--- config.mk ---
export PLATFORM = sky130hd
export DESIGN_NAME = pal_cell
export DESIGN_NICKNAME = d
export VERILOG_FILES = /design/src/rtl/core/positional_array_list_assert.svh /design/src/rtl/core/pal_pkg.sv /design/src/rtl/core/pal_cell.sv
export SDC_FILE = /design/constraint.sdc
export NUM_CORES = 1
export LEC_CHECK = 0
export ABC_AREA = 1
export BUFFER_PORTS_ARGS = -buffer_cell sky130_fd_sc_hd__clkbuf_2
export CAP_MARGIN = 20
export CELL_PAD_IN_SITES_DETAIL_PLACEMENT = 0
export CELL_PAD_IN_SITES_GLOBAL_PLACEMENT = 2
export CORE_MARGIN = 2
export CORE_UTILIZATION = 25
export DETAILED_ROUTE_END_ITERATION = 16
export GPL_TIMING_DRIVEN = 0
export PLACE_DENSITY_LB_ADDON = 0.1
export SLEW_MARGIN = 0
export SYNTH_ARGS = -nofsm -noshare
export SYNTH_HDL_FRONTEND = slang
export SYNTH_SLANG_ARGS = --single-unit
--- constraint.sdc ---
create_clock -name aclk -period 6.6 [get_ports aclk]
set_input_delay 1.98 -clock aclk [delete_from_list [all_inputs] [get_ports aclk]]
set_output_delay 1.98 -clock aclk [all_outputs]
set_load 0.1 [all_outputs]
--- src/rtl/core/positional_array_list_assert.svh ---
// ----------------------------------------------------------------------------
// Positional array list assertion macros
// Concurrent check macros shared by the list RTL; empty when NO_ASSERTIONS set.
// ----------------------------------------------------------------------------
`ifndef POSITIONAL_ARRAY_LIST_ASSERT_SVH
`define POSITIONAL_ARRAY_LIST_ASSERT_SVH

`ifndef NO_ASSERTIONS

// Same-cycle implication, disabled while reset is asserted
`define PAL_ASSERT_IMP(label, clk, rstn, ante, cons) \
    label: assert property (@(posedge clk) disable iff (!(rstn)) (ante) |-> (cons)) \
        else $error("positional_array_list: check failed");

// Next-cycle implication, disabled while reset is asserted
`define PAL_ASSERT_NXT(label, clk, rstn, ante, cons) \
    label: assert property (@(posedge clk) disable iff (!(rstn)) (ante) |=> (cons)) \
        else $error("positional_array_list: check failed");

`else

`define PAL_ASSERT_IMP(label, clk, rstn, ante, cons)
`define PAL_ASSERT_NXT(label, clk, rstn, ante, cons)

`endif

`endif

--- src/rtl/core/pal_pkg.sv ---
// ----------------------------------------------------------------------------
// Positional array list package
// Word types, operation and status codes, and control types for the cell row.
// ----------------------------------------------------------------------------
package pal_pkg;

    localparam int DATA_W    = 32;
    localparam int POS_W     = 8;
    localparam int LEN_W     = 8;
    localparam int DEPTH_DEF = 128;

    typedef enum logic [1:0] {
        OP_INSERT = 2'd0,
        OP_APPEND = 2'd1,
        OP_ERASE  = 2'd2,
        OP_READ   = 2'd3
    } pal_op_t;

    typedef enum logic [1:0] {
        STAT_OK     = 2'd0,
        STAT_FULL   = 2'd1,
        STAT_BADPOS = 2'd2
    } pal_status_t;

    typedef enum logic {
        S_IDLE,
        S_READ
    } pal_state_t;

    typedef struct packed {
        pal_op_t                   opcode;
        logic [POS_W-1:0]          position;
        logic signed [DATA_W-1:0]  value;
    } pal_in_t;

    typedef struct packed {
        pal_status_t               status;
        logic signed [DATA_W-1:0]  read_value;
        logic [LEN_W-1:0]          length;
        logic                      is_empty;
    } pal_out_t;

    // Broadcast to every cell of the row
    typedef struct packed {
        logic ins;       // shift up above the index, write the value at it
        logic era;       // shift down from the index
        logic rd_load;   // capture the entry at the index into its carry
        logic rd_shift;  // move carries one cell toward the head
    } pal_cell_ctrl_t;

endpackage

--- src/rtl/core/pal_cell.sv ---
// ----------------------------------------------------------------------------
// Positional array list cell
// Holds one list entry and one read carry; trades data with both neighbors.
// ----------------------------------------------------------------------------
module pal_cell #(
    parameter int IDX_W = 7,
    parameter int INDEX = 0
) (
    input  logic                               aclk,
    input  pal_pkg::pal_cell_ctrl_t            cell_ctrl,
    input  logic [IDX_W-1:0]                   cell_idx,
    input  logic signed [pal_pkg::DATA_W-1:0]  wr_value,
    input  logic signed [pal_pkg::DATA_W-1:0]  left_entry,
    input  logic signed [pal_pkg::DATA_W-1:0]  right_entry,
    input  logic signed [pal_pkg::DATA_W-1:0]  right_carry,
    output logic signed [pal_pkg::DATA_W-1:0]  entry,
    output logic signed [pal_pkg::DATA_W-1:0]  carry
);
    import pal_pkg::*;

    localparam logic [IDX_W-1:0] MY_IDX = IDX_W'(INDEX);

    logic signed [DATA_W-1:0] entry_reg, entry_next;
    logic signed [DATA_W-1:0] carry_reg, carry_next;

    // Pick the entry: write at the index, shift above it, or shift down on erase
    always_comb begin
        entry_next = entry_reg;
        if (cell_ctrl.ins) begin
            if (MY_IDX == cell_idx) begin
                entry_next = wr_value;
            end else if (MY_IDX > cell_idx) begin
                entry_next = left_entry;
            end
        end else if (cell_ctrl.era && (MY_IDX >= cell_idx)) begin
            entry_next = right_entry;
        end
    end

    // Load the addressed entry, then advance it toward the head
    always_comb begin
        carry_next = carry_reg;
        if (cell_ctrl.rd_load && (MY_IDX == cell_idx)) begin
            carry_next = entry_reg;
        end else if (cell_ctrl.rd_shift) begin
            carry_next = right_carry;
        end
    end

    always_ff @(posedge aclk) begin
        entry_reg <= entry_next;
        carry_reg <= carry_next;
    end

    assign entry = entry_reg;
    assign carry = carry_reg;

endmodule

## After elaboration in Yosys (flattened, before gate mapping)

Index checks and enable logic that the tools add are counted.

- Reduce and logical (&&, ||, !) cells: 6
- Mux-type cells: 6
- Order comparisons: 2
- Equal/unequal tests: 1

Operator list:

| kind | count |
|---|---|
| two-way mux 32 bit | 6 |
| greater-or-equal comparator 1 x 7 -> 1 bit (first input constant) | 1 |
| > comparator 1 x 7 -> 1 bit (first input constant) | 1 |
| zero test 7 bit | 1 |
| nonzero test 2 bit | 2 |
| inequality test 3 x 1 -> 1 bit (second input constant) | 1 |
| logical AND 1 bit | 2 |
| AND reduction 2 bit | 1 |

- Output and inout port bits: 64
- Logic and storage cells: 17
- Bits in registers: 64
- Input port bits: 140

## Longest topological paths before layout

- Depth in word-level cells: 4
- Depth in mapped cells: 8

## Worst setup path after synthesis

Ideal clock, no wire load.

- Path type: input -> register
- Start point: in cell_idx[6]
- End point: reg entry_reg[0] (netlist: entry[0]) (enable)
- Stages on the path: 4
- Arrival: 4.610 ns
- Required time: 6.139 ns
- Slack: 1.529 ns
- Setup time: 0.461 ns
- Path through: nor2_1 > nand2_1 > clkbuf_1 > nor3_1

- Cells in the longest elaborated chain, start to end: 4
- Elaborated cells on any way between the ends: 7

RTL lines:

| element | RTL line | RTL |
|---|---|---|
| start: declaration | pal_cell.sv:11 | `input logic [IDX_W-1:0] cell_idx,` |
| greater-or-equal comparator 1 x 7 -> 1 bit | pal_cell.sv:35 | `end else if (cell_ctrl.era && (MY_IDX >= cell_idx)) begin` |
| logical AND 1 bit | pal_cell.sv:35 |  |
| nonzero test 2 bit (no source line) | - |  |
| AND reduction 2 bit (no source line) (*) | - |  |
| end signal: assignment | pal_cell.sv:51 | `entry_reg <= entry_next;` |
| end: declaration | pal_cell.sv:23 | `logic signed [DATA_W-1:0] entry_reg, entry_next;` |

Every way passes the cells marked *; elsewhere a longest branch is shown, timed or not.
A chain may end at the register's enable or synchronous reset.

## Worst setup path after layout

- Start point: in cell_idx[5]
- End point: reg carry_reg[12] (netlist: carry[12]) (enable)

- Cells in the longest elaborated chain, start to end: 3

RTL lines:

| element | RTL line | RTL |
|---|---|---|
| zero test 7 bit | pal_cell.sv:43 | `if (cell_ctrl.rd_load && (MY_IDX == cell_idx)) begin` |
| logical AND 1 bit | pal_cell.sv:43 |  |
| nonzero test 2 bit (no source line) | - |  |
| end signal: assignment | pal_cell.sv:52 | `carry_reg <= carry_next;` |
| end: declaration | pal_cell.sv:24 | `logic signed [DATA_W-1:0] carry_reg, carry_next;` |

No other way between the ends.

==> flow_summary.json <==
{
  "synthDistinctLibCells": 17,
  "io_pins": 204,
  "antenna_cells_inserted": 0,
  "antenna_found_initial": 0,
  "p_leak_nw": 2.770,
  "core_area_mm2": 0.01399,
  "layout_worst_path_cycle_share": 0.5716,
  "place_inst": 812,
  "slowest_stage": "sky130_fd_sc_hd__nand2_1",
  "clock_insertion_delay_worst_skew_ns": 0.33,
  "clock-sinks": 64,
  "critical_path_peak_fanout": 17,
  "vdd.ir_drop.worst_uv": 113.9,
  "pre_cts_ws_ns": 2.420,
  "setup_viol": 0,
  "worstSetupPathType": "input pin to flop",
  "cp_data_arrival_time_ns": 3.86,
  "seq_area_mm2": 0.001922,
  "power.total_mw": 1.127,
  "port-buffer-count": 202,
  "final.min_clock_period_ns": 3.773,
  "drv_cap": 0,
  "crit_path_launch_type": "input pin",
  "grt_max_degree": 18,
  "synth.area.top_cells": "sky130_fd_sc_hd__edfxtp_1, sky130_fd_sc_hd__inv_1, sky130_fd_sc_hd__nand2_1",
  "multi_input_gate_area_in_the_final_layout_mm2": 0.001146,
  "endpoint_kind": "flop",
  "top_cells_by_instance_count_after_synthesis": "sky130_fd_sc_hd__inv_1, sky130_fd_sc_hd__nand2_1, sky130_fd_sc_hd__edfxtp_1, sky130_fd_sc_hd__nand3_1, sky130_fd_sc_hd__o21ai_0",
  "detailedRoute.firstIterationViolations": 160,
  "ctsLongestPathBuffers": 2,
  "synth_seq_cells": 64,
  "final_net_count": 783,
  "layout.cells.non_filler": 828,
  "synth_ff_type": "sky130_fd_sc_hd__edfxtp_1",
  "postLayoutCellArea_mm2": 0.005167,
  "max_clock_freq_mhz": 265.1,
  "route.vias.total": 3381,
  "avgSynthCellArea_um2": 8.421,
  "final.setup.tns_ns": 0,
  "netlist_instances": 427,
  "synth_area_leader_cell": "sky130_fd_sc_hd__edfxtp_1",
  "synth_enable_flop_cells": 64,
  "cts_tree": "yes",
  "antenna_violating_nets_post_route": 0,
  "placement.cell_area_mm2": 0.004887,
  "drcViolationCount": 0,
  "routed_length_per_placed_instance_um": 13.62,
  "final.setup_skew_ns": 0.003983,
  "synth.yosys.seq_area_share": 0.5344,
  "die_area_mm2": 0.01536,
  "place_hpwl_um": 9259,
  "fillCellCount": 1587,
  "drt_pre_antenna_iters": 5,
  "chipHeight_um": 123.9,
  "die-width_um": 123.9,
  "cts.repair_timing.setup_buffer_count": 0,
  "finalWirelength_um": 11280,
  "yosysTopAreaCellShare": 0.5344,
  "reg2reg_setup_slack_ns": 5.77,
  "cp_cell_sequence": "clkbuf_2 -> nor2_1 -> nand2_2 -> inv_2 -> nand3_2 -> clkbuf_1 -> nand2_1 -> buf_16",
  "clock_tree.htree_level_count": 3,
  "layout-drive-gt1-share": 0.3966,
  "critical_path.reg2reg.endpoint": "carry[11]",
  "clk_root_buffer_cell": "sky130_fd_sc_hd__clkbuf_16",
  "core.rowCount": 43,
  "grt_usage": 0.1499,
  "grt_pass1_vias": 3445,
  "mappedNetlistNets": 567,
  "grt_first_pass_wirelength_um": 17170,
  "clock_pin_slew_on_the_worst_setup_and_hold_paths_ns": 0.05,
  "postLayoutCoreUtil": 0.3694,
  "rsz0062_at_grt": "false",
  "postLayoutSetupSlackWorst_ns": 2.827,
  "cts.hold.buffers_added": 0,
  "synth_warnings": 0,
  "power_density_of_the_placed_cells_mw_per_mm2": 218.1,
  "rr_startpoint": "entry[11]",
  "final_hold_viol_count": 0,
  "initial_cell_density_of_the_core": 0.2571,
  "reg2reg_depth": 2,
  "worst_pin_slew_ns": 0.8436,
  "area.growth.synth_to_final_pct": 43.70,
  "globalRoute.totalOverflow": 0,
  "yosysMostFrequentCell": "sky130_fd_sc_hd__inv_1",
  "outcome": "finished, final reports clean",
  "maxSlewHeadroom": 0.4346,
  "asyncSetResetFlopFracSynth": 0,
  "slowest_delay_ns": 0.61,
  "synth.cell_area_mm2": 0.003596,
  "min_delay_worst_endpoint": "carry[19]",
  "final.hold.worst_slack_ns": 0.6005,
  "finalWeightedCongestion": 0.7602,
  "timing_max_transition_violations_final": 0,
  "cts_resized": 0,
  "hold_path_startpoint": "entry[19]",
  "kind_of_path_behind_the_tightest_hold_check": "flop to flop",
  "tritoncts.num_buffers": 9,
  "critical_path_buffers_and_inverters": 4,
  "detail_route.vias_per_cell": 4.083,
  "worst_path_dominant_cell_family": "buffers and inverters",
  "worst_hold_depth": 2,
  "required_ns": 6.69
}
[metal layers]
metal  global-route usage  wire length (µm)  part of all wire
met5                    0                 0                 0
met3              0.04075               976             0.087
met1               0.1798              4656              0.41
met2               0.2552              5475              0.49
met4              0.05899               171             0.015
[cell type report]
cell class	count	share of cell area
buffer	26	0.02906
clock buffer	11	0.04504
clock inverter	5	0.009201
inverter	102	0.07409
multi-input combinational	235	0.2218
sequential	64	0.3719
tap	180	0.04358
timing repair buffer	205	0.2053
[placed cells by master (no fill, tap or decap)]
cell and n:
sky130_fd_sc_hd__bufinv_16 1, sky130_fd_sc_hd__o21ai_1 9, sky130_fd_sc_hd__nor3_2 1, sky130_fd_sc_hd__inv_1 101
sky130_fd_sc_hd__buf_1 3, sky130_fd_sc_hd__clkbuf_16 9, sky130_fd_sc_hd__nand3_1 64, sky130_fd_sc_hd__o21ai_0 32
sky130_fd_sc_hd__buf_16 1, sky130_fd_sc_hd__nand2_1 99, sky130_fd_sc_hd__buf_6 8, sky130_fd_sc_hd__nor2_1 4
sky130_fd_sc_hd__o21ai_2 23, sky130_fd_sc_hd__clkinv_1 2, sky130_fd_sc_hd__edfxtp_1 64, sky130_fd_sc_hd__buf_2 6
sky130_fd_sc_hd__nand3_2 1, sky130_fd_sc_hd__clkbuf_1 13, sky130_fd_sc_hd__inv_2 1, sky130_fd_sc_hd__clkinv_2 2
sky130_fd_sc_hd__clkbuf_2 202, sky130_fd_sc_hd__nand2_2 1, sky130_fd_sc_hd__nor2_2 1
[how the worst max path moves through the flow]
stage                      from         to  slack [ns]  cells after the start
floorplan           cell_idx[6]   entry[0]        1.53                      4
global placement    cell_idx[6]   entry[7]        0.12                      5
detailed placement  cell_idx[4]  carry[18]        2.42                      8
CTS                 cell_idx[5]  carry[21]        2.77                      8
global route        cell_idx[4]  carry[21]        2.58                      8
finish              cell_idx[5]  carry[12]        2.83                      8
[logic make-up after synthesis]
group	synth area share
AND/OR/NAND/NOR	0.2042
AO/OA/AOI/OAI	0.1131
buffers and inverters	0.1482
flip-flops	0.5344
[worst min-delay path, stage by stage (launching register included)]
cell and delay (ns):
sky130_fd_sc_hd__edfxtp_1 0.34, sky130_fd_sc_hd__inv_1 0.05, sky130_fd_sc_hd__o21ai_2 0.11
[power by group]
part	switching (mW)	internal (mW)	leakage, nW
Clock	0.164	0.288	0.138
Sequential	0.00349	0.464	0.592
Combinational	0.148	0.0601	2.04
Total	0.315	0.812	2.77
No activity file was read; power rests on OpenSTA's default activity.
