## src/rtl/core/positional_array_list_assert.svh

```systemverilog
// ----------------------------------------------------------------------------
// Positional array list assertion macros
// Concurrent check macros shared by the list RTL; empty when NO_ASSERTIONS set.
// ----------------------------------------------------------------------------
`ifndef POSITIONAL_ARRAY_LIST_ASSERT_SVH
`define POSITIONAL_ARRAY_LIST_ASSERT_SVH

`ifndef NO_ASSERTIONS

// Same-cycle implication, disabled while reset is asserted
`define PAL_ASSERT_IMP(label, clk, rstn, ante, cons) \
    label: assert property (@(posedge clk) disable iff (!(rstn)) (ante) |-> (cons)) \
        else $error("positional_array_list: check failed");

// Next-cycle implication, disabled while reset is asserted
`define PAL_ASSERT_NXT(label, clk, rstn, ante, cons) \
    label: assert property (@(posedge clk) disable iff (!(rstn)) (ante) |=> (cons)) \
        else $error("positional_array_list: check failed");

`else

`define PAL_ASSERT_IMP(label, clk, rstn, ante, cons)
`define PAL_ASSERT_NXT(label, clk, rstn, ante, cons)

`endif

`endif

```

## src/rtl/core/pal_pkg.sv

```systemverilog
// ----------------------------------------------------------------------------
// Positional array list package
// Word types, operation and status codes, and control types for the cell row.
// ----------------------------------------------------------------------------
package pal_pkg;

    localparam int DATA_W    = 32;
    localparam int POS_W     = 8;
    localparam int LEN_W     = 8;
    localparam int DEPTH_DEF = 128;

    typedef enum logic [1:0] {
        OP_INSERT = 2'd0,
        OP_APPEND = 2'd1,
        OP_ERASE  = 2'd2,
        OP_READ   = 2'd3
    } pal_op_t;

    typedef enum logic [1:0] {
        STAT_OK     = 2'd0,
        STAT_FULL   = 2'd1,
        STAT_BADPOS = 2'd2
    } pal_status_t;

    typedef enum logic {
        S_IDLE,
        S_READ
    } pal_state_t;

    typedef struct packed {
        pal_op_t                   opcode;
        logic [POS_W-1:0]          position;
        logic signed [DATA_W-1:0]  value;
    } pal_in_t;

    typedef struct packed {
        pal_status_t               status;
        logic signed [DATA_W-1:0]  read_value;
        logic [LEN_W-1:0]          length;
        logic                      is_empty;
    } pal_out_t;

    // Broadcast to every cell of the row
    typedef struct packed {
        logic ins;       // shift up above the index, write the value at it
        logic era;       // shift down from the index
        logic rd_load;   // capture the entry at the index into its carry
        logic rd_shift;  // move carries one cell toward the head
    } pal_cell_ctrl_t;

endpackage

```

## src/rtl/core/pal_ctrl.sv

```systemverilog
// ----------------------------------------------------------------------------
// Positional array list control
// Checks positions, keeps the count, drives the cell row and the result word.
// ----------------------------------------------------------------------------
module pal_ctrl #(
    parameter int DEPTH = pal_pkg::DEPTH_DEF,
    parameter int IDX_W = $clog2(DEPTH)
) (
    input  logic                               aclk,
    input  logic                               aresetn,
    input  logic                               s_valid,
    output logic                               s_ready,
    input  pal_pkg::pal_in_t                   s_word,
    output logic                               m_valid,
    input  logic                               m_ready,
    output pal_pkg::pal_out_t                  m_word,
    output pal_pkg::pal_cell_ctrl_t            cell_ctrl,
    output logic [IDX_W-1:0]                   cell_idx,
    input  logic signed [pal_pkg::DATA_W-1:0]  head_carry
);
    import pal_pkg::*;

    localparam int CNT_W = $clog2(DEPTH + 1);
    localparam int CMP_W = ((CNT_W > POS_W) ? CNT_W : POS_W) + 1;

    pal_state_t        state_reg, state_next;
    logic [CNT_W-1:0]  count_reg, count_next;
    logic [POS_W-1:0]  walk_reg, walk_next;
    logic              m_valid_reg, m_valid_next;
    pal_out_t          m_word_reg, m_word_next;

    logic [CMP_W-1:0]  pos_ext;
    logic [CMP_W-1:0]  cnt_ext;
    logic              list_full;
    logic              pos_ok_ins;
    logic              pos_ok_rd;
    logic              out_free;
    logic              accept;
    logic [POS_W-1:0]  pos_m1;

    // Position and fill checks
    assign pos_ext    = CMP_W'(s_word.position);
    assign cnt_ext    = CMP_W'(count_reg);
    assign list_full  = (cnt_ext == CMP_W'(DEPTH));
    assign pos_ok_ins = (s_word.position != '0) && (pos_ext <= (cnt_ext + CMP_W'(1)));
    assign pos_ok_rd  = (s_word.position != '0) && (pos_ext <= cnt_ext);
    assign pos_m1     = s_word.position - POS_W'(1);

    assign out_free = !m_valid_reg || m_ready;
    assign s_ready  = (state_reg == S_IDLE) && out_free;
    assign accept   = s_valid && s_ready;

    // Decode the word, step the count, walk reads down the carry chain
    always_comb begin
        state_next   = state_reg;
        count_next   = count_reg;
        walk_next    = walk_reg;
        m_word_next  = m_word_reg;
        m_valid_next = m_valid_reg && !m_ready;
        cell_ctrl    = '0;
        cell_idx     = IDX_W'(pos_m1);

        unique case (state_reg)
            S_IDLE: begin
                if (accept) begin
                    m_valid_next           = 1'b1;
                    m_word_next.status     = STAT_OK;
                    m_word_next.read_value = '0;
                    unique case (s_word.opcode)
                        OP_INSERT: begin
                            priority if (list_full) begin
                                m_word_next.status = STAT_FULL;
                            end else if (!pos_ok_ins) begin
                                m_word_next.status = STAT_BADPOS;
                            end else begin
                                cell_ctrl.ins = 1'b1;
                                count_next    = count_reg + CNT_W'(1);
                            end
                        end
                        OP_APPEND: begin
                            if (list_full) begin
                                m_word_next.status = STAT_FULL;
                            end else begin
                                cell_ctrl.ins = 1'b1;
                                cell_idx      = IDX_W'(count_reg);
                                count_next    = count_reg + CNT_W'(1);
                            end
                        end
                        OP_ERASE: begin
                            if (!pos_ok_rd) begin
                                m_word_next.status = STAT_BADPOS;
                            end else begin
                                cell_ctrl.era = 1'b1;
                                count_next    = count_reg - CNT_W'(1);
                            end
                        end
                        OP_READ: begin
                            if (!pos_ok_rd) begin
                                m_word_next.status = STAT_BADPOS;
                            end else begin
                                // hold the result until the entry reaches the head
                                cell_ctrl.rd_load = 1'b1;
                                walk_next         = pos_m1;
                                m_valid_next      = 1'b0;
                                state_next        = S_READ;
                            end
                        end
                    endcase
                    m_word_next.length   = LEN_W'(count_next);
                    m_word_next.is_empty = (count_next == '0);
                end
            end
            S_READ: begin
                if (walk_reg != '0) begin
                    cell_ctrl.rd_shift = 1'b1;
                    walk_next          = walk_reg - POS_W'(1);
                end else if (out_free) begin
                    m_valid_next           = 1'b1;
                    m_word_next.status     = STAT_OK;
                    m_word_next.read_value = head_carry;
                    m_word_next.length     = LEN_W'(count_reg);
                    m_word_next.is_empty   = (count_reg == '0);
                    state_next             = S_IDLE;
                end
            end
        endcase
    end

    // Control registers
    always_ff @(posedge aclk) begin
        if (!aresetn) begin
            state_reg   <= S_IDLE;
            count_reg   <= '0;
            walk_reg    <= '0;
            m_valid_reg <= 1'b0;
        end else begin
            state_reg   <= state_next;
            count_reg   <= count_next;
            walk_reg    <= walk_next;
            m_valid_reg <= m_valid_next;
        end
    end

    // Result payload
    always_ff @(posedge aclk) begin
        m_word_reg <= m_word_next;
    end

    assign m_valid = m_valid_reg;
    assign m_word  = m_word_reg;

endmodule

```

## config.mk

```make
export PLATFORM = sky130hd
export DESIGN_NAME = pal_ctrl
export DESIGN_NICKNAME = d
export VERILOG_FILES = /design/src/rtl/core/positional_array_list_assert.svh /design/src/rtl/core/pal_pkg.sv /design/src/rtl/core/pal_ctrl.sv
export SDC_FILE = /design/constraint.sdc
export NUM_CORES = 1
export LEC_CHECK = 0
export ABC_AREA = 1
export BUFFER_PORTS_ARGS = -buffer_cell sky130_fd_sc_hd__buf_2
export CORE_MARGIN = 4
export CORE_UTILIZATION = 40
export CTS_CLUSTER_DIAMETER = 100
export DETAILED_ROUTE_END_ITERATION = 8
export GPL_ROUTABILITY_DRIVEN = 0
export PLACE_DENSITY = 0.66
export SETUP_SLACK_MARGIN = 0.05
export SLEW_MARGIN = 20
export SYNTH_ARGS = -nofsm -noshare
export SYNTH_HDL_FRONTEND = slang
export SYNTH_SLANG_ARGS = --single-unit
```

## constraint.sdc

```tcl
create_clock -name aclk -period 5.3 [get_ports aclk]
set_input_delay 1.325 -clock aclk [delete_from_list [all_inputs] [get_ports aclk]]
set_output_delay 1.325 -clock aclk [all_outputs]
set_load 0.02 [all_outputs]
```

After elaboration in Yosys (flattened, before gate mapping)
Index checks and enable logic that the tools add are counted.
{"block": "word_totals", "register_bits": 61, "input_bits": 78, "word_cells": 89}
{"block": "op_classes", "addsub": 5, "magnitude_cmp": 2, "eq_ne": 10, "muxes": 46, "bitwise": 1, "reduce_logical": 17}
{"op": "$mux 43", "count": 3}
{"op": "$pmux 43 s2", "count": 1}
{"op": "$mux 8", "count": 10}
{"op": "$mux 7", "count": 4}
{"op": "$pmux 8 s3", "count": 1}
{"op": "$sub 8x1->8 const B", "count": 3}
{"op": "$mux 1", "count": 17}
{"op": "$logic_not 8->1", "count": 2}
{"op": "$pmux 8 s2", "count": 1}
{"op": "$reduce_bool 8->1", "count": 2}
{"op": "$add 8x1->9 const B", "count": 1}
{"op": "$le 8x9->1", "count": 1}
{"op": "$add 8x1->8 const B", "count": 1}
{"op": "$eq 8x8->1 const B", "count": 1}
{"op": "$le 8x8->1", "count": 1}
{"op": "$mux 2", "count": 3}
{"op": "$mux 3", "count": 2}
{"op": "$ne 2x1->1 const B", "count": 3}
{"op": "$ne 2x2->1 const B", "count": 3}
{"op": "$pmux 1 s2", "count": 3}
{"op": "$pmux 2 s3", "count": 1}
{"op": "$logic_and 1x1->1", "count": 5}
{"op": "$eq 2x2->1 const B", "count": 2}
{"op": "$reduce_and 4->1", "count": 1}
{"op": "other kinds (8)", "count": 9}

Depth between registers and ports, before layout
Gate-level depths: netlist (run 1).
{"block": "logic_depth", "depth_word": 11, "ltp_mapped": 21, "mapped_depth_nobuf": 20}

Worst setup path before layout (run 1)
OpenSTA, ideal clock, no wires.
{"block": "synth_timing", "path_type": "input -> output", "startpoint": "input s_word[39] in the netlist's numbering", "endpoint": "output cell_ctrl[3] in the netlist's numbering", "arrival_time_ps": 3328, "slack_ps": 647, "path_stages": 8, "cell_sequence": "ha_1 -> a21oi_1 -> nand2_1 -> nand2_1 -> nand3_1 -> nand2_2 -> nand2_2 -> a2111oi_0"}
{"item": "start: declaration", "line_no": "pal_ctrl.sv:13", "text": "input pal_pkg::pal_in_t s_word,"}
{"item": "end: declaration", "line_no": "pal_ctrl.sv:17", "text": "output pal_pkg::pal_cell_ctrl_t cell_ctrl,"}

==> impl_metrics.csv, run 1 <==
group,metric,value,unit
run_status,status,"finished clean",
grt,antenna_found_initial,0,
yosys,postSynthCellCount,515,
place,dp.final_hpwl,7970,um
yosys,synth_top_family_by_area,"simple AND/OR/NAND/NOR gates",
yosys,synth_adder_area_share,7.14,%
timing,fin_crit_sh,92.0,%
yosys,yosysUniqueCellTypes,45,
grt,grt_use_total,18.1,%
grt,grt_max_degree,59,
timing,slew_viol_final,0,
drt,drt-vias-per-instance,5.03,
yosys,ys_seq_elements,61,
yosys,synthSimpleGateAreaFrac,26.9,%
worst_setup_path,arrival,3.55,ns
timing,hold_viol_final,0,
die,coreArea,0.00977,mm2
timing,clock.fmax,0.205,GHz
worst_setup_path,crit_path_end_kind,"output port",
yosys,synth_seq_area_share,41.0,%
worst_setup_path,worstPathRequired,3.97,ns
drt,firstDrtPassIters,5,
timing,slew_headroom,34.8,%
timing,rsz0062_at_grt,"false",
worst_hold_path,worstHoldPathType,"reg -> reg",
layout,final_cells,753,
job,drv_cap,0,
clock_network,clkTransAtPathRegs,0.07,ns
timing,setup_tns,0,ns
power_and_ir_drop,max-vdd-ir-drop,0.000111,V
yosys,syn_nets,616,
die,die_x,108,um
drt,final_antenna_net_count,0,
yosys,synth_xor_area_share,4.75,%
drt,routed_wl,10400,um
layout,drive_above_1_share,23.9,%
drt,vias,3789,
timing,period_needed,4.88,ns
timing,finalSetupViolCount,0,
drt,drc,0,
yosys,async_flop_share,0,%
layout,nFillCells,972,
yosys,synth_area,0.00403,mm2
clock_network,clock-sinks,61,
clock_network,cts_made_buffers,9,
power_and_ir_drop,power_density,294,mW/mm2
die,num_rows,36,
clock_network,post_cts_resized,0,
clock_network,worstSkewPairLatency,0.34,ns
yosys,synth.avg_cell_area,7.83,um2
timing,skew,0.00842,ns
die,num_io_pins,134,
die,start_util,41.2,%
yosys,synth_edf_count,43,
drt,wire_per_inst,13.8,um
grt,grt_pass1_vias,3505,
die,dieArea,0.0117,mm2
layout,area_growth,20.5,%
grt,grt_pass1_wl,16800,um
layout,fin_nets,716,
drt,drt_iter0_drc,408,
clock_network,cts_root_buffer,"clkbuf_8",
place,placed_cells,737,
clock_network,cts_max_level,3,
clock_network,cts_tree,"done",
timing,worst_slew_pin_slew,0.979,ns
worst_hold_path,hold_path_depth,2,
clock_network,clockBufferDepth,2,
yosys,ys.flop_type,"edfxtp_1",
clock_network,cts_setup_buffers,0,
power_and_ir_drop,p_leak,2.54,nW
yosys,synthMuxAreaShare,0.745,%
worst_setup_path,cp_max_fo,9,
worst_setup_path,reg2reg_depth,18,
yosys,synth-warning-count,0,
layout,largest_reg_flops,43,
grt,grt_overflow_total,0,
clock_network,ctsHoldBuffers,0,
die,fp.dieH,108,um
yosys,synth_compound_area_share,9.07,%
worst_setup_path,critical_path_class,"reg -> out",
place,port_buffers,101,
layout,antenna_cells,0,
worst_setup_path,critPathLaunchType,"register",
area by class of cell:
| type | instances | area [um2] | area share, % |
|---|---|---|---|
| clock buffer | 9 | 124 | 2.55 |
| clock inverter | 7 | 75.1 | 1.55 |
| inverter | 91 | 344 | 7.08 |
| multi-input combinational | 347 | 1960 | 40.3 |
| sequential | 61 | 1650 | 34.0 |
| tap | 133 | 166 | 3.43 |
| timing repair buffer | 105 | 536 | 11.0 |
per-layer routing:
metal,track usage [%],up-vias,part of all wire (%)
li1,-,1880,-
met1,23.2,1707,43
met2,29.8,179,46
met3,3.40,23,8.1
met4,8.12,0,3.2
met5,0,-,0
cells in the final DEF (no fill, tap or decap), drive strengths merged, types with 4 or more instances in the layout:
master	count
a211oi	4
a21oi	22
buf	105
clkbuf	9
clkinv	12
dfxtp	18
edfxtp	43
ha	23
inv	85
nand2	127
nand3	48
nand4	11
nor2	41
nor3	6
o211ai	7
o21ai	20
xnor2	4
xor2	17
worst paths after layout:
kind	from	end	slack [ns]
worst min register to register	walk_reg[0]$_SDFFE_PN0P_	walk_reg[0]$_SDFFE_PN0P_	0.49
worst max-delay path	count_reg[0]$_SDFFE_PN0P_	cell_ctrl[3]	0.42
worst max register to register	count_reg[0]$_SDFFE_PN0P_	m_word[0]$_DFFE_PP_	1.90
worst min-delay path	walk_reg[0]$_SDFFE_PN0P_	walk_reg[0]$_SDFFE_PN0P_	0.49
synth_stat cells, types with 2 or more instances:
| library cell | count | area share (%) |
|---|---|---|
| a21oi_1 | 22 | 2.7 |
| edfxtp_1 | 43 | 32 |
| mux2i_1 | 3 | 0.75 |
| nand4_1 | 9 | 1.4 |
| nand2_1 | 121 | 11 |
| o211ai_1 | 6 | 1.1 |
| dfxtp_1 | 18 | 8.9 |
| buf_4 | 2 | 0.37 |
| clkbuf_1 | 8 | 0.75 |
| a31oi_1 | 2 | 0.31 |
| o22ai_1 | 2 | 0.31 |
| o21a_1 | 2 | 0.37 |
| buf_1 | 3 | 0.28 |
| nand2_2 | 6 | 0.93 |
| nor2_2 | 5 | 0.78 |
| inv_2 | 2 | 0.19 |
| nor2_1 | 35 | 3.3 |
| inv_1 | 81 | 7.5 |
| xor2_1 | 16 | 3.5 |
| nand3_1 | 47 | 5.8 |
| buf_2 | 2 | 0.25 |
| o21ai_0 | 19 | 2.4 |
| nor3_1 | 5 | 0.62 |
| a211oi_1 | 4 | 0.75 |
| xnor2_1 | 4 | 0.87 |
| clkinv_1 | 7 | 0.65 |
| ha_1 | 23 | 7.1 |
report_power, final:
part           internal (mW)  switching, mW  leakage, nW
clock                  0.219          0.189        0.104
sequential             0.566         0.0266        0.583
combinational          0.141          0.285         1.85
total                  0.925          0.501         2.54
per-stage QoR:
step           utilization [%]  area (um2)  total power, mW  setup WS (ns)  hold WS (ns)
3_5_place_dp              47.6        4660             1.03          0.603         0.482
4_1_cts                   49.7        4860             1.44          0.326         0.492
2_1_floorplan                -        4030            0.900          0.647         0.469
3_3_place_gp              47.6        4660             1.02          0.594         0.482
6_report                  49.7        4860             1.43          0.423         0.493
5_1_grt                   49.7        4860             1.52          0.134         0.514
worst max-delay path, stage by stage, from the launching register on:
cell       delay [ns]
dfxtp_1          0.54
ha_1             0.26
nand2_1          0.10
nor3_1           0.22
xor2_1           0.24
inv_1            0.10
ha_1             0.30
nand2_1          0.05
nor2_1           0.16
nand4_1          0.14
nand2_2          0.22
nand2_2          0.20
a2111oi_1        0.44
buf_2            0.24
logic make-up (layout without fill, tap and decap cells):
family | count (synthesis) | after routing
compound gates | 62 | 62
xor+xnor | 21 | 21
fa+ha+maj | 23 | 23
buf+inv | 107 | 212
flops | 61 | 61
mux | 3 | 3
simple gates | 238 | 238
Note: power is estimated with default switching activity, not from simulation.
==> run 2: changes to the inputs <==
- CORE_ASPECT_RATIO: default -> 2
==> impl_metrics.csv, run 2 (same netlist as run 1, synthesis figures left out) <==
group,metric,value,unit
worst_setup_path,worstPathRequired,3.97,ns
die,fp.dieH,150,um
drt,wire_per_inst,14.5,um
timing,fin_ws,0.390,ns
worst_setup_path,reg2reg_depth,18,
die,dieArea,0.0118,mm2
drt,drt_iter0_drc,232,
layout,drive_above_1_share,23.5,%
layout,nFillCells,955,
worst_setup_path,cp_max_fo,9,
worst_setup_path,r2r_end,"m_word[0]$_DFFE_PP_",
worst_setup_path,worst_path_max_delay_cell,"a2111oi_0",
clock_network,post_cts_resized,0,
layout,area_growth,23.2,%
power_and_ir_drop,pwr-share-comb,26.5,%
worst_setup_path,arrival,3.58,ns
grt,grt_use_total,18.9,%
timing,skew,0.00319,ns
layout,largest_reg_flops,43,
place,port_buffers,101,
worst_setup_path,r2r_setup_slack,1.95,ns
power_and_ir_drop,p_sw,0.505,mW
clock_network,clockBufferDepth,2,
grt,grt_max_degree,59,
power_and_ir_drop,p_leak,2.59,nW
layout,regArea,0.00165,mm2
die,num_io_pins,134,
clock_network,ctsHoldBuffers,0,
timing,clock.fmax,0.204,GHz
worst_setup_path,crit_start,"count_reg[1]$_SDFFE_PN0P_",
clock_network,cts_setup_buffers,0,
worst_setup_path,critPathLaunchType,"register",
clock_network,worstSkewPairLatency,0.32,ns
place,preCtsSetupSlack,0.705,ns
clock_network,cts_tree,"done",
power_and_ir_drop,max-vdd-ir-drop,0.000158,V
power_and_ir_drop,finalPower,1.62,mW
power_and_ir_drop,switching_share,31.1,%
job,drv_cap,0,
timing,slew_viol_final,0,
clock_network,cts_root_buffer,"clkbuf_16",
worst_setup_path,timing.rr.start,"count_reg[1]$_SDFFE_PN0P_",
grt,grt_pass1_wl,17600,um
worst_setup_path,path_cells,"ha_1 > nand2_1 > nor3_1 > xor2_1 > inv_1 > ha_1 > nand2_1 > nor2_1 > nand4_1 > nand2_2 > nand2_2 > a2111oi_0 > buf_2",
drt,drc,0,
die,coreArea,0.00976,mm2
drt,final_antenna_net_count,0,
grt,grt_overflow_total,0,
layout,final_common_cell,"nand2_1",
drt,firstDrtPassIters,5,
timing,finalSetupViolCount,0,
worst_setup_path,crit_path_end,"cell_ctrl[3]",
layout,mostFrequentLayoutCells,"nand2_1 (121), buf_2 (101), inv_1 (81)",
place,dp.final_hpwl,8610,um
die,start_util,41.3,%
die,die_x,79.0,um
worst_setup_path,crit_path_end_kind,"output port",
layout,multi_input_area,0.00196,mm2
worst_setup_path,critPathMaxStageDelay,0.49,ns
power_and_ir_drop,p_clk_share,37.0,%
grt,grt_pass1_vias,3737,
run_status,status,"finished clean",
timing,hold_viol_final,0,
power_and_ir_drop,power_density,327,mW/mm2
timing,worst_slew_pin_slew,0.978,ns
grt,antenna_found_initial,0,
clock_network,cts_made_buffers,9,
drt,vias,3781,
timing,setup_tns,0,ns
place,placed_cells,736,
clock_network,clock-sinks,61,
clock_network,clkTransAtPathRegs,0.05,ns
worst_hold_path,worstHoldPathType,"reg -> reg",
timing,rsz0062_at_grt,"false",
layout,final_cells,752,
drt,drt-vias-per-instance,5.03,
layout,antenna_cells,0,
clock_network,cts_max_level,3,
power_and_ir_drop,internal_power,1.12,mW
drt,routed_wl,10900,um
timing,fin_crit_sh,92.6,%
worst_setup_path,critical_path_class,"reg -> out",
die,num_rows,51,
timing,slew_headroom,34.8,%
power_and_ir_drop,seqPwrFrac,36.5,%
timing,period_needed,4.91,ns
layout,fin_nets,716,
[run 2: changes by cell type in the layout (fill, tap and decap cells not counted), sizes merged]
cell,before,now
clkbuf,9,11
bufinv,1,2
clkinv,12,10
inv,85,84
[run 2: area by class of cell]
type	count	area share [%]
clock buffer	11	4.69
clock inverter	5	1.51
inverter	91	6.93
multi-input combinational	347	39.5
sequential	61	33.3
tap	132	3.33
timing repair buffer	105	10.8
[run 2: worst max-delay path: cells and delay by family (launching register included)]
| family | cells | cell delay, ns |
|---|---|---|
| buf+inv | 2 | 0.37 |
| xor+xnor | 1 | 0.25 |
| compound gates | 1 | 0.49 |
| fa+ha+maj | 2 | 0.55 |
| flops | 1 | 0.46 |
| simple gates | 7 | 1.15 |
[run 2: worst min-delay path by stage]
stage | from | to | slack (ns) | depth (start not counted)
after floorplan | walk_reg[7]$_SDFFE_PN0P_ | walk_reg[7]$_SDFFE_PN0P_ | 0.47 | 2
after global placement | walk_reg[0]$_SDFFE_PN0P_ | walk_reg[0]$_SDFFE_PN0P_ | 0.48 | 2
after detailed placement | walk_reg[0]$_SDFFE_PN0P_ | walk_reg[0]$_SDFFE_PN0P_ | 0.49 | 2
after CTS | walk_reg[0]$_SDFFE_PN0P_ | walk_reg[0]$_SDFFE_PN0P_ | 0.50 | 2
after global routing | walk_reg[7]$_SDFFE_PN0P_ | walk_reg[7]$_SDFFE_PN0P_ | 0.53 | 2
final | walk_reg[0]$_SDFFE_PN0P_ | walk_reg[0]$_SDFFE_PN0P_ | 0.50 | 2
[run 2: layer usage]
metal	track usage [%]	wire length, um	up-vias	share of wire (%)
met4	14.0	668	0	6.1
met5	0	0	-	0
met3	2.17	604	47	5.5
met1	19.3	3990	1680	37
li1	-	-	1876	-
met2	34.2	5650	178	52
[run 2: through the flow]
| step | hold WS, ns | area (um2) | util, % |
|---|---|---|---|
| floorplan | 0.469 | 4030 | - |
| global placement | 0.481 | 4660 | 47.7 |
| detailed placement | 0.488 | 4660 | 47.7 |
| CTS | 0.498 | 4960 | 50.8 |
| global route | 0.534 | 4960 | 50.8 |
| finish | 0.497 | 4960 | 50.8 |
[run 2: power groups by stage]
stage,Clock [mW],Combinational [mW],Sequential (mW)
global route,0.632,0.480,0.596
floorplan,0,0.259,0.641
CTS,0.613,0.431,0.591
detailed placement,0,0.429,0.601
global placement,0,0.420,0.600
finish,0.600,0.431,0.591
==> run 3: changes to the inputs <==
- CORE_ASPECT_RATIO: 2 -> 1.4
==> impl_metrics.csv, run 3 (same netlist as run 1, synthesis figures left out) <==
group,metric,value,unit
place,dp.final_hpwl,8400,um
power_and_ir_drop,p_leak,2.57,nW
grt,grt_overflow_total,0,
worst_setup_path,worst_path_max_delay_cell,"a2111oi_0",
layout,area_growth,22.3,%
drt,drt_iter0_drc,301,
timing,slew_viol_final,0,
clock_network,cts_made_buffers,9,
clock_network,cts_root_buffer,"clkbuf_16",
grt,antenna_found_initial,0,
worst_setup_path,r2r_setup_slack,1.82,ns
die,num_rows,43,
worst_setup_path,crit_path_end_kind,"output port",
drt,routed_wl,10900,um
job,drv_cap,0,
timing,finalSetupViolCount,0,
worst_setup_path,reg2reg_depth,18,
timing,setup_tns,0,ns
power_and_ir_drop,power_density,309,mW/mm2
drt,vias,3761,
timing,fin_ws,0.236,ns
timing,worst_slew_pin_slew,0.969,ns
layout,final_cells,756,
drt,final_antenna_net_count,0,
worst_setup_path,critical_path_class,"reg -> out",
worst_hold_path,hold_path_depth,2,
clock_network,clock-sinks,61,
timing,hold_viol_final,0,
die,coreArea,0.00990,mm2
worst_hold_path,worstHoldPathType,"reg -> reg",
timing,period_needed,5.06,ns
worst_setup_path,worstPathRequired,3.97,ns
clock_network,ctsHoldBuffers,0,
place,placed_cells,740,
clock_network,cts_setup_buffers,0,
clock_network,worstSkewPairLatency,0.32,ns
clock_network,clockBufferDepth,2,
drt,wire_per_inst,14.4,um
grt,grt_pass1_wl,17400,um
clock_network,cts_max_level,3,
drt,firstDrtPassIters,5,
die,start_util,40.7,%
worst_setup_path,arrival,3.74,ns
layout,nFillCells,1017,
timing,holdWs,0.501,ns
grt,grt_pass1_vias,3618,
timing,clock.fmax,0.197,GHz
grt,grt_use_total,18.5,%
die,die_x,92.8,um
layout,drive_above_1_share,23.2,%
die,num_io_pins,134,
timing,fin_crit_sh,95.5,%
worst_setup_path,cp_max_fo,9,
die,fp.dieH,127,um
clock_network,cts_tree,"done",
layout,antenna_cells,0,
worst_setup_path,critPathLaunchType,"register",
power_and_ir_drop,max-vdd-ir-drop,0.000133,V
layout,fin_nets,717,
timing,skew,0.00518,ns
layout,mostFrequentLayoutCells,"nand2_1 (121), buf_2 (101), inv_1 (81)",
place,port_buffers,101,
layout,largest_reg_flops,43,
grt,grt_max_degree,59,
place,preCtsSetupSlack,0.707,ns
drt,drt-vias-per-instance,4.97,
worst_setup_path,critPathMaxStageDelay,0.59,ns
worst_setup_path,path_cells,"ha_1 > nand2_1 > nor3_1 > xor2_1 > inv_1 > ha_1 > nand2_1 > nor2_1 > nand4_1 > nand2_2 > nand2_2 > a2111oi_0 > buf_2",
timing,rsz0062_at_grt,"false",
layout,final_common_cell,"nand2_1",
clock_network,post_cts_resized,0,
layout,regArea,0.00165,mm2
power_and_ir_drop,finalPower,1.52,mW
clock_network,clkTransAtPathRegs,0.05,ns
timing,slew_headroom,35.4,%
run_status,status,"finished clean",
die,dieArea,0.0118,mm2
drt,drc,0,
layout,multi_input_area,0.00196,mm2
run 3: cell count changes in the layout (fill, tap and decap cells not counted), sizes merged:
| cell | before | now |
|---|---|---|
| buf | 105 | 106 |
| clkbuf | 11 | 13 |
| bufinv | 2 | 0 |
run 3: metal layers:
metal	vias to the layer above	routed length [um]	track usage, %
li1	1879	-	-
met1	1712	4410	21.3
met2	147	5510	32.9
met3	23	605	3.02
met4	0	345	9.06
met5	-	0	0
run 3: cell type report:
type	instances	share of cell area [%]
repair buffers	106	11.0
well taps	135	3.43
clock inverters	3	0.254
multi-input cells	347	39.7
clock buffers	13	5.08
inverters	91	6.98
flip-flops and latches	61	33.5
run 3: worst paths after layout:
check,start,endpoint
hold / removal,walk_reg[0]$_SDFFE_PN0P_,walk_reg[0]$_SDFFE_PN0P_
setup reg to reg,count_reg[1]$_SDFFE_PN0P_,m_word[0]$_DFFE_PP_
setup / recovery,count_reg[1]$_SDFFE_PN0P_,cell_ctrl[3]
hold reg to reg,walk_reg[0]$_SDFFE_PN0P_,walk_reg[0]$_SDFFE_PN0P_
run 3: worst max-delay path: cells and delay by family, from the launching register on:
family / cells / cell delay, ns
AO/OA/AOI/OAI: 1 / 0.59
XOR/XNOR: 1 / 0.27
adder cells (fa/ha/maj): 2 / 0.58
buffers and inverters: 2 / 0.39
flip-flops: 1 / 0.51
AND/OR/NAND/NOR: 7 / 1.08
run 3: metrics by stage:
| step | cell area [um2] | utilization, % |
|---|---|---|
| 4_1_cts | 4930 | 49.8 |
| 3_3_place_gp | 4670 | 47.1 |
| 6_report | 4930 | 49.8 |
| 2_1_floorplan | 4030 | - |
| 5_1_grt | 4930 | 49.8 |
| 3_5_place_dp | 4670 | 47.1 |
run 3: power breakdown:
group | switching (mW) | internal (mW)
sequential | 0.0253 | 0.568
clock | 0.180 | 0.324
combinational | 0.287 | 0.142
